[config.mk]
export PLATFORM = sky130hd
export DESIGN_NAME = uart_pair_command_to_servo_angles
export DESIGN_NICKNAME = d
export VERILOG_FILES = /design/src/sv/ucsa_pkg.sv /design/src/sv/uart_pair_command_to_servo_angles.sv /design/src/sv/ucsa_front.sv /design/src/sv/ucsa_queue.sv /design/src/sv/ucsa_back.sv
export SDC_FILE = /design/constraint.sdc
export NUM_CORES = 1
export LEC_CHECK = 0
export BUFFER_PORTS_ARGS = -buffer_cell sky130_fd_sc_hd__buf_2
export CORE_ASPECT_RATIO = 0.75
export CORE_UTILIZATION = 60
export DETAILED_ROUTE_END_ITERATION = 12
export GPL_ROUTABILITY_DRIVEN = 0
export PLACE_DENSITY = 0.86
export SETUP_SLACK_MARGIN = 0.2
export SYNTH_ARGS = -nofsm -noshare
export SYNTH_HDL_FRONTEND = slang
export SYNTH_SLANG_ARGS = --single-unit
[constraint.sdc]
create_clock -name i_clk -period 9.05 [get_ports i_clk]
set_input_delay 1.81 -clock i_clk [delete_from_list [all_inputs] [get_ports i_clk]]
set_output_delay 1.81 -clock i_clk [all_outputs]
set_load 0.02 [all_outputs]
[src/sv/ucsa_pkg.sv]
package ucsa_pkg;

    localparam logic [7:0] CHAR_NEWLINE = 8'd10;
    localparam logic [7:0] CHAR_NUL     = 8'd0;
    localparam logic [7:0] CHAR_COMMA   = 8'd44;
    localparam logic [7:0] CHAR_PLUS    = 8'd43;
    localparam logic [7:0] CHAR_MINUS   = 8'd45;
    localparam logic [7:0] CHAR_ZERO    = 8'd48;
    localparam logic [7:0] CHAR_NINE    = 8'd57;
    localparam logic [7:0] CHAR_SPACE   = 8'd32;
    localparam logic [7:0] CHAR_TAB     = 8'd9;
    localparam logic [7:0] CHAR_VTAB    = 8'd11;
    localparam logic [7:0] CHAR_FFEED   = 8'd12;
    localparam logic [7:0] CHAR_CR      = 8'd13;

    // Magnitudes saturate here, which is enough to clamp to VALUE_MAX later.
    localparam logic [8:0] MAG_SAT   = 9'd256;
    localparam logic [8:0] VALUE_MAX = 9'd255;

    // floor(u * 180 / 510) for u in 0..510 equals (u * ANGLE_RECIP) >> ANGLE_SHIFT.
    localparam int          ANGLE_SHIFT = 16;
    localparam logic [14:0] ANGLE_RECIP = 15'd23136;

    typedef struct packed {
        logic signed [8:0] x_value;
        logic signed [8:0] y_value;
    } t_pair;

    function automatic logic signed [8:0] clamp_value(input logic neg, input logic [8:0] mag);
        logic [8:0] lim;
        lim = (mag > VALUE_MAX) ? VALUE_MAX : mag;
        return neg ? $signed(-lim) : $signed(lim);
    endfunction

endpackage

[src/sv/uart_pair_command_to_servo_angles.sv]
// Serial command line parser that turns "x,y" text into two servo angles.
// Input channel: one received byte per transfer on i_rx_byte, qualified by
// i_valid and held off by o_stall. Every byte can be taken in consecutive
// cycles; o_stall rises only while the internal result queue is full.
// A line ends at byte 10. Only the first LINE_CAPACITY-1 bytes of a line
// count, a zero byte ends the text early, and the first two comma-separated
// fields are read as signed decimal numbers with leading whitespace allowed.
// Output channel: one transfer per line on o_valid, held off by i_stall.
// It carries both values clamped to -255..255 and both angles 0..180.
// A newline's result is written into the queue and then loaded into the
// output register, from which it drives the output ports.
// Throughput: one byte per cycle while o_stall is low, and one line result
// per cycle when lines are as short as a single newline and i_stall is low;
// the angle multipliers sit in the output stage and do not limit the rate.
// When the receiver stalls, the output register holds its result and up to
// two further results wait in a two-entry queue; after that o_stall is raised
// until the receiver takes a transfer. Reset clears the parse state, the
// queue and the output valid, and the block starts at the head of a new line.
module uart_pair_command_to_servo_angles #(
    parameter int LINE_CAPACITY = 40
) (
    input  logic              i_clk,
    input  logic              i_rst_n,
    input  logic              i_valid,
    output logic              o_stall,
    input  logic [7:0]        i_rx_byte,
    output logic              o_valid,
    input  logic              i_stall,
    output logic signed [8:0] o_x_value,
    output logic signed [8:0] o_y_value,
    output logic [7:0]        o_first_angle,
    output logic [7:0]        o_second_angle
);

    logic            accept;
    logic            push;
    logic            pop;
    logic            q_full;
    logic            q_empty;
    ucsa_pkg::t_pair push_pair;
    ucsa_pkg::t_pair head_pair;

    // The front only ever needs queue space on a newline, but holding every
    // byte while the queue is full keeps the stall a plain decode of the queue count.
    assign o_stall = q_full;
    assign accept  = i_valid && !q_full;

    ucsa_front #(
        .LINE_CAPACITY(LINE_CAPACITY)
    ) u_front (
        .i_clk     (i_clk),
        .i_rst_n   (i_rst_n),
        .i_accept  (accept),
        .i_rx_byte (i_rx_byte),
        .o_push    (push),
        .o_pair    (push_pair)
    );

    ucsa_queue u_queue (
        .i_clk   (i_clk),
        .i_rst_n (i_rst_n),
        .i_push  (push),
        .i_pair  (push_pair),
        .i_pop   (pop),
        .o_pair  (head_pair),
        .o_full  (q_full),
        .o_empty (q_empty)
    );

    // The back stage loads the output register whenever the queue holds a result
    // and the register is empty or its result is being taken in the same cycle.
    ucsa_back u_back (
        .i_clk          (i_clk),
        .i_rst_n        (i_rst_n),
        .i_pair         (head_pair),
        .i_empty        (q_empty),
        .o_pop          (pop),
        .i_stall        (i_stall),
        .o_valid        (o_valid),
        .o_x_value      (o_x_value),
        .o_y_value      (o_y_value),
        .o_first_angle  (o_first_angle),
        .o_second_angle (o_second_angle)
    );

endmodule

[src/sv/ucsa_front.sv]
module ucsa_front #(
    parameter int LINE_CAPACITY = 40
) (
    input  logic                i_clk,
    input  logic                i_rst_n,
    input  logic                i_accept,
    input  logic [7:0]          i_rx_byte,
    output logic                o_push,
    output ucsa_pkg::t_pair     o_pair
);

    localparam int CW = $clog2(LINE_CAPACITY);
    localparam logic [CW-1:0] COUNT_LIMIT = CW'(LINE_CAPACITY - 1);

    typedef enum logic [1:0] {PH_GAP, PH_SPACE, PH_NUM, PH_DONE} t_phase;

    logic [CW-1:0] r_count, n_count;
    logic [1:0]    r_sel, n_sel;
    t_phase        r_phase, n_phase;
    logic          r_x_neg, n_x_neg;
    logic [8:0]    r_x_mag, n_x_mag;
    logic          r_y_neg, n_y_neg;
    logic [8:0]    r_y_mag, n_y_mag;
    logic          r_ended, n_ended;

    logic          is_digit;
    logic          is_space;
    logic          is_sign;
    logic [8:0]    cur_mag;
    logic [11:0]   grown;
    logic [8:0]    next_mag;
    t_phase        ph;

    assign is_digit = (i_rx_byte >= ucsa_pkg::CHAR_ZERO) && (i_rx_byte <= ucsa_pkg::CHAR_NINE);
    assign is_space = (i_rx_byte == ucsa_pkg::CHAR_SPACE) || (i_rx_byte == ucsa_pkg::CHAR_TAB)
                   || (i_rx_byte == ucsa_pkg::CHAR_VTAB) || (i_rx_byte == ucsa_pkg::CHAR_FFEED)
                   || (i_rx_byte == ucsa_pkg::CHAR_CR);
    assign is_sign  = (i_rx_byte == ucsa_pkg::CHAR_PLUS) || (i_rx_byte == ucsa_pkg::CHAR_MINUS);
    assign cur_mag  = (r_sel == 2'd0) ? r_x_mag : r_y_mag;
    assign grown    = {3'b000, cur_mag} * 12'd10 + {4'b0000, i_rx_byte - ucsa_pkg::CHAR_ZERO};
    assign next_mag = (grown > {3'b000, ucsa_pkg::MAG_SAT}) ? ucsa_pkg::MAG_SAT : grown[8:0];

    assign o_push         = i_accept && (i_rx_byte == ucsa_pkg::CHAR_NEWLINE);
    assign o_pair.x_value = ucsa_pkg::clamp_value(r_x_neg, r_x_mag);
    assign o_pair.y_value = ucsa_pkg::clamp_value(r_y_neg, r_y_mag);

    always_comb begin
        n_count = r_count;
        n_sel   = r_sel;
        n_phase = r_phase;
        n_x_neg = r_x_neg;
        n_x_mag = r_x_mag;
        n_y_neg = r_y_neg;
        n_y_mag = r_y_mag;
        n_ended = r_ended;
        ph      = (r_phase == PH_GAP) ? PH_SPACE : r_phase;
        if (i_accept) begin
            if (i_rx_byte == ucsa_pkg::CHAR_NEWLINE) begin
                n_count = '0;
                n_sel   = 2'd0;
                n_phase = PH_GAP;
                n_x_neg = 1'b0;
                n_x_mag = '0;
                n_y_neg = 1'b0;
                n_y_mag = '0;
                n_ended = 1'b0;
            end else if (r_count < COUNT_LIMIT) begin
                n_count = r_count + 1'b1;
                if (!r_ended) begin
                    if (i_rx_byte == ucsa_pkg::CHAR_NUL) begin
                        n_ended = 1'b1;
                    end else if (r_sel != 2'd2) begin
                        if (i_rx_byte == ucsa_pkg::CHAR_COMMA) begin
                            if (r_phase != PH_GAP) begin
                                n_sel   = r_sel + 2'd1;
                                n_phase = PH_GAP;
                            end
                        end else if (is_digit) begin
                            if (ph != PH_DONE) begin
                                n_phase = PH_NUM;
                                if (r_sel == 2'd0) begin
                                    n_x_mag = next_mag;
                                end else begin
                                    n_y_mag = next_mag;
                                end
                            end else begin
                                n_phase = PH_DONE;
                            end
                        end else if (ph == PH_SPACE && is_space) begin
                            n_phase = PH_SPACE;
                        end else if (ph == PH_SPACE && is_sign) begin
                            n_phase = PH_NUM;
                            if (r_sel == 2'd0) begin
                                n_x_neg = (i_rx_byte == ucsa_pkg::CHAR_MINUS);
                            end else begin
                                n_y_neg = (i_rx_byte == ucsa_pkg::CHAR_MINUS);
                            end
                        end else begin
                            n_phase = PH_DONE;
                        end
                    end
                end
            end
        end
    end

    always_ff @(posedge i_clk) begin
        if (!i_rst_n) begin
            r_count <= '0;
            r_sel   <= 2'd0;
            r_phase <= PH_GAP;
            r_x_neg <= 1'b0;
            r_x_mag <= '0;
            r_y_neg <= 1'b0;
            r_y_mag <= '0;
            r_ended <= 1'b0;
        end else begin
            r_count <= n_count;
            r_sel   <= n_sel;
            r_phase <= n_phase;
            r_x_neg <= n_x_neg;
            r_x_mag <= n_x_mag;
            r_y_neg <= n_y_neg;
            r_y_mag <= n_y_mag;
            r_ended <= n_ended;
        end
    end

endmodule

[src/sv/ucsa_queue.sv]
module ucsa_queue (
    input  logic            i_clk,
    input  logic            i_rst_n,
    input  logic            i_push,
    input  ucsa_pkg::t_pair i_pair,
    input  logic            i_pop,
    output ucsa_pkg::t_pair o_pair,
    output logic            o_full,
    output logic            o_empty
);

    ucsa_pkg::t_pair r_mem [2];
    logic            r_wr;
    logic            r_rd;
    logic [1:0]      r_count;

    assign o_full  = (r_count == 2'd2);
    assign o_empty = (r_count == 2'd0);
    assign o_pair  = r_mem[r_rd];

    always_ff @(posedge i_clk) begin
        if (i_push) begin
            r_mem[r_wr] <= i_pair;
        end
    end

    always_ff @(posedge i_clk) begin
        if (!i_rst_n) begin
            r_wr    <= 1'b0;
            r_rd    <= 1'b0;
            r_count <= 2'd0;
        end else begin
            if (i_push) begin
                r_wr <= ~r_wr;
            end
            if (i_pop) begin
                r_rd <= ~r_rd;
            end
            r_count <= r_count + {1'b0, i_push} - {1'b0, i_pop};
        end
    end

    a_count_bound: assert property (@(posedge i_clk) disable iff (!i_rst_n)
        r_count != 2'd3)
        else $error("queue count out of range");

    a_no_overflow: assert property (@(posedge i_clk) disable iff (!i_rst_n)
        !(i_push && o_full))
        else $error("push into a full queue");

    a_no_underflow: assert property (@(posedge i_clk) disable iff (!i_rst_n)
        !(i_pop && o_empty))
        else $error("pop from an empty queue");

    a_drain: assert property (@(posedge i_clk) disable iff (!i_rst_n)
        (i_pop && !i_push && r_count == 2'd1) |=> o_empty)
        else $error("queue not empty after last entry left");

endmodule

[src/sv/ucsa_back.sv]
module ucsa_back (
    input  logic              i_clk,
    input  logic              i_rst_n,
    input  ucsa_pkg::t_pair   i_pair,
    input  logic              i_empty,
    output logic              o_pop,
    input  logic              i_stall,
    output logic              o_valid,
    output logic signed [8:0] o_x_value,
    output logic signed [8:0] o_y_value,
    output logic [7:0]        o_first_angle,
    output logic [7:0]        o_second_angle
);

    logic              r_valid;
    logic signed [8:0] r_x;
    logic signed [8:0] r_y;
    logic [7:0]        r_a1;
    logic [7:0]        r_a2;

    logic [8:0]  x_off;
    logic [8:0]  y_off;
    logic [23:0] x_prod;
    logic [23:0] y_prod;

    // Shift the signed value up by 255 so the angle map works on 0..510.
    assign x_off  = 9'($signed({i_pair.x_value[8], i_pair.x_value}) + 10'sd255);
    assign y_off  = 9'($signed({i_pair.y_value[8], i_pair.y_value}) + 10'sd255);
    assign x_prod = {15'd0, x_off} * {9'd0, ucsa_pkg::ANGLE_RECIP};
    assign y_prod = {15'd0, y_off} * {9'd0, ucsa_pkg::ANGLE_RECIP};

    assign o_pop          = !i_empty && (!r_valid || !i_stall);
    assign o_valid        = r_valid;
    assign o_x_value      = r_x;
    assign o_y_value      = r_y;
    assign o_first_angle  = r_a1;
    assign o_second_angle = r_a2;

    always_ff @(posedge i_clk) begin
        if (!i_rst_n) begin
            r_valid <= 1'b0;
        end else if (o_pop) begin
            r_valid <= 1'b1;
        end else if (!i_stall) begin
            r_valid <= 1'b0;
        end
    end

    always_ff @(posedge i_clk) begin
        if (o_pop) begin
            r_x  <= i_pair.x_value;
            r_y  <= i_pair.y_value;
            r_a1 <= x_prod[ucsa_pkg::ANGLE_SHIFT +: 8];
            r_a2 <= y_prod[ucsa_pkg::ANGLE_SHIFT +: 8];
        end
    end

endmodule
# --- After elaboration in Yosys (flattened, before gate mapping) ---
# Memories as Yosys holds them, arrays and structs flattened. A register that Yosys moved wholly into a read port is not among the register bits.
# Index checks and enable logic that the tools add are counted.
classes:
  n_reduce_logical: 36
  n_lt_le_gt_ge: 6
  muxes: 75
  multipliers: 3
  bitwise_logic: 2
  addsub: 10
  eq_ne: 21
op_table:
  columns: ["op", "count"]
  rows:
  - ["two-way mux 9 bit", 24]
  - ["== test 8 x 4 -> 1 bit (second input constant)", 5]
  - ["multiplier 9 x 10 -> 19 bit (second input constant)", 2]
  - ["two-way mux 2 bit", 17]
  - ["== test 8 x 6 -> 1 bit (second input constant)", 4]
  - ["two-way mux 1 bit", 32]
  - ["AND reduction 10 bit", 2]
  - ["adder 9 bit (second input constant)", 2]
  - ["greater-than comparator 9 x 8 -> 1 bit (second input constant)", 2]
  - ["negation 9 bit", 2]
  - ["AND reduction 9 bit", 2]
  - ["nonzero test 2 bit", 9]
  - ["adder 12 x 8 -> 12 bit", 1]
  - ["greater-than comparator 12 x 9 -> 1 bit (second input constant)", 1]
  - ["two-way mux 6 bit", 2]
  - ["multiplier 9 x 3 -> 11 bit (second input constant)", 1]
  - ["!= test 2 bit (second input constant)", 5]
  - ["greater-or-equal comparator 8 x 6 -> 1 bit (second input constant)", 1]
  - ["less-or-equal comparator 8 x 6 -> 1 bit (second input constant)", 1]
  - ["logical NOT 8 bit", 1]
  - ["!= test 2 x 1 -> 1 bit (second input constant)", 4]
  - ["subtractor 8 x 6 -> 8 bit (second input constant)", 1]
  - ["AND reduction 7 bit", 1]
  - ["adder 6 x 1 -> 6 bit (second input constant)", 1]
  - ["other kinds (14)", 30]
word_totals:
  output_inout_bits: 36
  memories: 1
  mem_bits_rw: 36
  elab_cells: 170
  regBits: 70
memory_table:
  columns: ["memory", "depth", "word_bits", "rd", "rd_ports_with_merged_regs", "write_ports", "line_no", "text"]
  rows:
  - ["u_queue.r_mem", 2, 18, 1, 1, 1, "ucsa_queue.sv:12", "ucsa_pkg::t_pair r_mem [2];"]

# --- Logic depth before layout (Yosys ltp) ---
logic_depth:
  word_depth: 15
  mapped_depth: 22

# --- Modules after synthesis ---
# A second synthesis with hierarchy kept.
unflattened:
  cells_unflattened: 889
  area_unflattened_um2: 8984.9
modules_own_cells:
  columns: ["mod", "instances", "cells_per_inst", "seq_area_each_um2", "area_each_um2"]
  rows:
  - ["ucsa_back", 1, 428, 1041.0, 4435.5]
  - ["ucsa_front", 1, 383, 620.6, 2957.8]
  - ["ucsa_queue", 1, 77, 1181.1, 1577.8]
  - ["uart_pair_command_to_servo_angles", 1, 1, 0.0, 13.8]

# --- Worst setup path before layout ---
# Ideal clock, no wire load.
synth_path:
  kind: "flip-flop to flip-flop"
  start: "register with a tool-made name"
  end: "register u_back.r_a2[7] (netlist: u_back.o_second_angle[7]) (data pin)"
  setup_slack_ps: 3506
  arrival_time_ps: 5281
  stages_incl_launch_ff: 22
  period_less_slack_ps: 5544
  path_buffers: 2
  cell_sequence: "dfxtp_1 buf_2 buf_2 mux2i_1 ha_1 nand2_1 nor3_1 and3_1 xnor2_1 ha_1 fa_1 fa_1 fa_1 inv_1 ha_1 a21oi_1 nand2_1 o221ai_1 nand2_1 a211o_1 a21oi_1 xor2_1"
synth_lines:
  columns: ["item", "line_no", "text"]
  rows:
  - ["to (signal assigned)", "ucsa_back.sv:54", "r_a2 <= y_prod[ucsa_pkg::ANGLE_SHIFT +: 8];"]
  - ["to (decl)", "ucsa_back.sv:19", "logic [7:0] r_a2;"]

==> results.yml <==
outcome:
  status: "complete, no violations"
floorplanning:
  die_h_um: 108
  io_pins: 48
  row_count: 38
  die-area_um2: 15400
  die_w_um: 143
  initial_core_util: 0.616
  core_area_um2: 14500
yosys:
  synth_commonest_cells: "146 x inv_1, 130 x ha_1, 70 x edfxtp_1, 58 x nor2_1, 44 x nand2_1"
  syn_nets: 1073
  async_reset_ff_frac: 0
  ys_warn_count: 0
  syn_area_um2: 8940
  avgSynthCellArea_um2: 10.0
  yosys-top-cells-area: "edfxtp_1 24%, ha_1 18%, fa_1 9.2%"
  synthCells: 890
  ys_ff_latch: 107
  netlist.area_leader.share: 0.235
  yosysSeqAreaShare: 0.318
  yosys.cell_count.top_type: "inv_1"
  synth_edf_count: 70
  synth_area_leader_cell: "edfxtp_1"
  synth_cell_types: 75
  synth-main-ff-cell: "edfxtp_1"
power:
  power.density_nw_per_um2: 366
  power_switching_mw: 1.58
  clockPowerShare: 0.112
  ir_drop_mv: 0.312
  p_seq_frac: 0.215
  p_leak_nw: 4.56
  p_int_mw: 1.96
  switching_share: 0.446
  p_comb_frac: 0.673
critical_path:
  cp.required_ps: 9150
  path_max_fanout: 20
  worstSetupPathType: "reg -> reg"
  rr_endpoint: "u_back.o_first_angle[7]"
  max_stage_delay_ps: 660
  end_kind: "flip-flop"
  critPathLaunchType: "flip-flop"
  critPathArrivalTime_ps: 6370
  r2r_cells: 20
  r2r_slack_ps: 2780
  slowest_stage: "mux2i_1"
  crit_chain: "buf_4, mux2i_1, inv_1, nor2_1, nand3_1, xnor2_1, ha_1, inv_1, fa_1, fa_1, fa_1, inv_1, ha_1, a21o_1, a221oi_1, a21oi_1, o31ai_1, o21bai_1, a21oi_1, xnor2_1"
grt:
  antenna_found_initial: 0
  grt_max_degree: 37
  globalRouteOverflowTotal: 0
  grt_pass1_wl_mm: 29.6
  track_usage: 0.244
  first_global_vias: 6305
flow_run:
  maxCapViolCount: 0
min_path:
  hp-class: "reg -> reg"
  hold_start: "u_front.r_count[5]"
  hold-path-endpoint: "u_front.r_count[5]"
  whs_path_depth: 2
clock_tree:
  root_buffer: "clkbuf_16"
  cts_resized: 0
  cts.sinks: 107
  clk_pin_slew_ps: 80
  holdBufCountCts: 0
  htree_levels: 3
  cts_tree: "yes"
  clock_path_buffers: 2
  cts_setup_buffers: 0
  worstSkewPairLatency_ps: 360
  numCtsBuffers: 9
place:
  io_buffers: 47
  post-dp-hpwl_mm: 13.6
  place_area_um2: 9350
  dp_slack_ps: 2940
detailed_routing:
  drtIter0Drc: 418
  wire_per_inst_um: 15.5
  route.vias.total: 6371
  viasPerCell: 5.59
  dr.pass1.iters: 5
  drtAntennaViolNets: 0
  drc_errors: 0
  wl_mm: 17.7
sta:
  tns_ps: 0
  hold_violations: 0
  fin_skew_ps: 9.58
  min_period_over_period: 0.693
  fin_hold_ws_ps: 473
  setup_ws_ps: 2780
  max_freq_ghz: 0.159
  slew_headroom: 0.457
  final_max_slew_viol_count: 0
  rsz0062_at_grt: "no"
  finalSetupViolCount: 0
  worstMarginPinSlew_ps: 815
  period_needed_ps: 6270
final_layout:
  n_antenna_cell: 0
  drive_above_1_share: 0.108
  area_growth_pct: 8.05
  final_area_um2: 9660
  final_nets: 1117
==> per-stage QoR <==
stage / power (mW) / instances / util
final: 3.54 / 1139 / 0.666
after global routing: 3.92 / 1139 / 0.666
after CTS: 3.53 / 1139 / 0.666
after detailed placement: 3.10 / 1123 / 0.645
after global placement: 3.00 / 1123 / 0.645
after floorplan: 2.59 / 890 / -
==> worst max-delay path, delay by kind of cell (launching register included) <==
family,cells,cell delay [ps]
adder cells (fa/ha/maj),5,2060
AO/OA/AOI/OAI,6,1500
multiplexers,1,660
buffers and inverters,4,590
XOR/XNOR,2,470
AND/OR/NAND/NOR,2,400
flip-flops,1,320
==> power by group through the flow <==
stage,Combinational (mW),Clock [mW],Sequential [mW]
2_1_floorplan,1.74,0,0.854
3_3_place_gp,2.23,0,0.770
6_report,2.38,0.395,0.759
4_1_cts,2.37,0.402,0.760
5_1_grt,2.74,0.417,0.769
3_5_place_dp,2.33,0,0.771
==> metal layers <==
metal  track usage  vias up  routed length [um]
met5             0        -                   0
met2         0.420      165                8420
met3        0.0378       17                 772
met1         0.323     3000                8290
met4        0.0568        0                 163
li1              -     3189                   -
==> cell families after synthesis <==
logic type,count (synthesis),synth area share
and+or+nand+nor,227,0.136
adders and majority gates,171,0.274
buffers and inverters,163,0.0738
AOI/OAI and AO/OA,140,0.111
DFF,107,0.318
xor gates and xnor gates,50,0.0490
muxes,32,0.0379
==> layout by cell type (no fill, tap or decap), drive strengths merged, types with 4 or more instances in the layout <==
cell	n
inv	150
ha	130
edfxtp	70
nor2	58
buf	50
nand2	44
fa	41
dfxtp	37
xnor2	32
a21oi	31
o21ai	28
xor2	18
nand3	17
mux2i	17
nor3	17
mux2	15
nor2b	15
nand4	13
and2	12
a21o	10
clkbuf	9
o21a	8
a211oi	8
and3	7
o22ai	6
nand2b	5
or3	5
o31ai	5
a31oi	5
or2	5
a21boi	5
nor4	5
nor3b	4
o21bai	4
o41ai	4
==> how the worst max path moves through the flow <==
stage	startpoint	endpoint	slack (ps)	cells after the start
3_3_place_gp	flip-flop	u_back.o_first_angle[7]	3260	20
4_1_cts	flip-flop	u_back.o_first_angle[7]	2840	20
2_1_floorplan	flip-flop	u_back.o_second_angle[7]	3510	21
5_1_grt	flip-flop	u_back.o_first_angle[7]	2270	20
6_report	flip-flop	u_back.o_first_angle[7]	2780	20
3_5_place_dp	flip-flop	u_back.o_first_angle[7]	2940	20
==> registers in the layout (all words and copies together) (netlist names), named ones only <==
| name | count |
|---|---|
| u_back.o_first_angle | 8 |
| u_back.o_second_angle | 8 |
| u_back.o_valid | 1 |
| u_back.o_x_value | 9 |
| u_back.o_y_value | 9 |
| u_front.r_count | 6 |
| u_front.r_ended | 1 |
| u_front.r_phase | 2 |
| u_front.r_sel | 2 |
| u_front.r_x_mag | 9 |
| u_front.r_x_neg | 1 |
| u_front.r_y_mag | 9 |
| u_front.r_y_neg | 1 |
| u_queue.r_count | 2 |
| u_queue.r_mem | 36 |
| u_queue.r_rd | 1 |
| u_queue.r_wr | 1 |
==> area by class of cell <==
class,instances,area [um2]
multi-input cells,620,5450
fillers,1074,4840
flip-flops and latches,107,2840
inverters,146,548
repair buffers,50,258
well taps,200,250
clock buffers,9,225
clock inverters,7,81.3
Note: power is estimated with default switching activity, not from simulation.
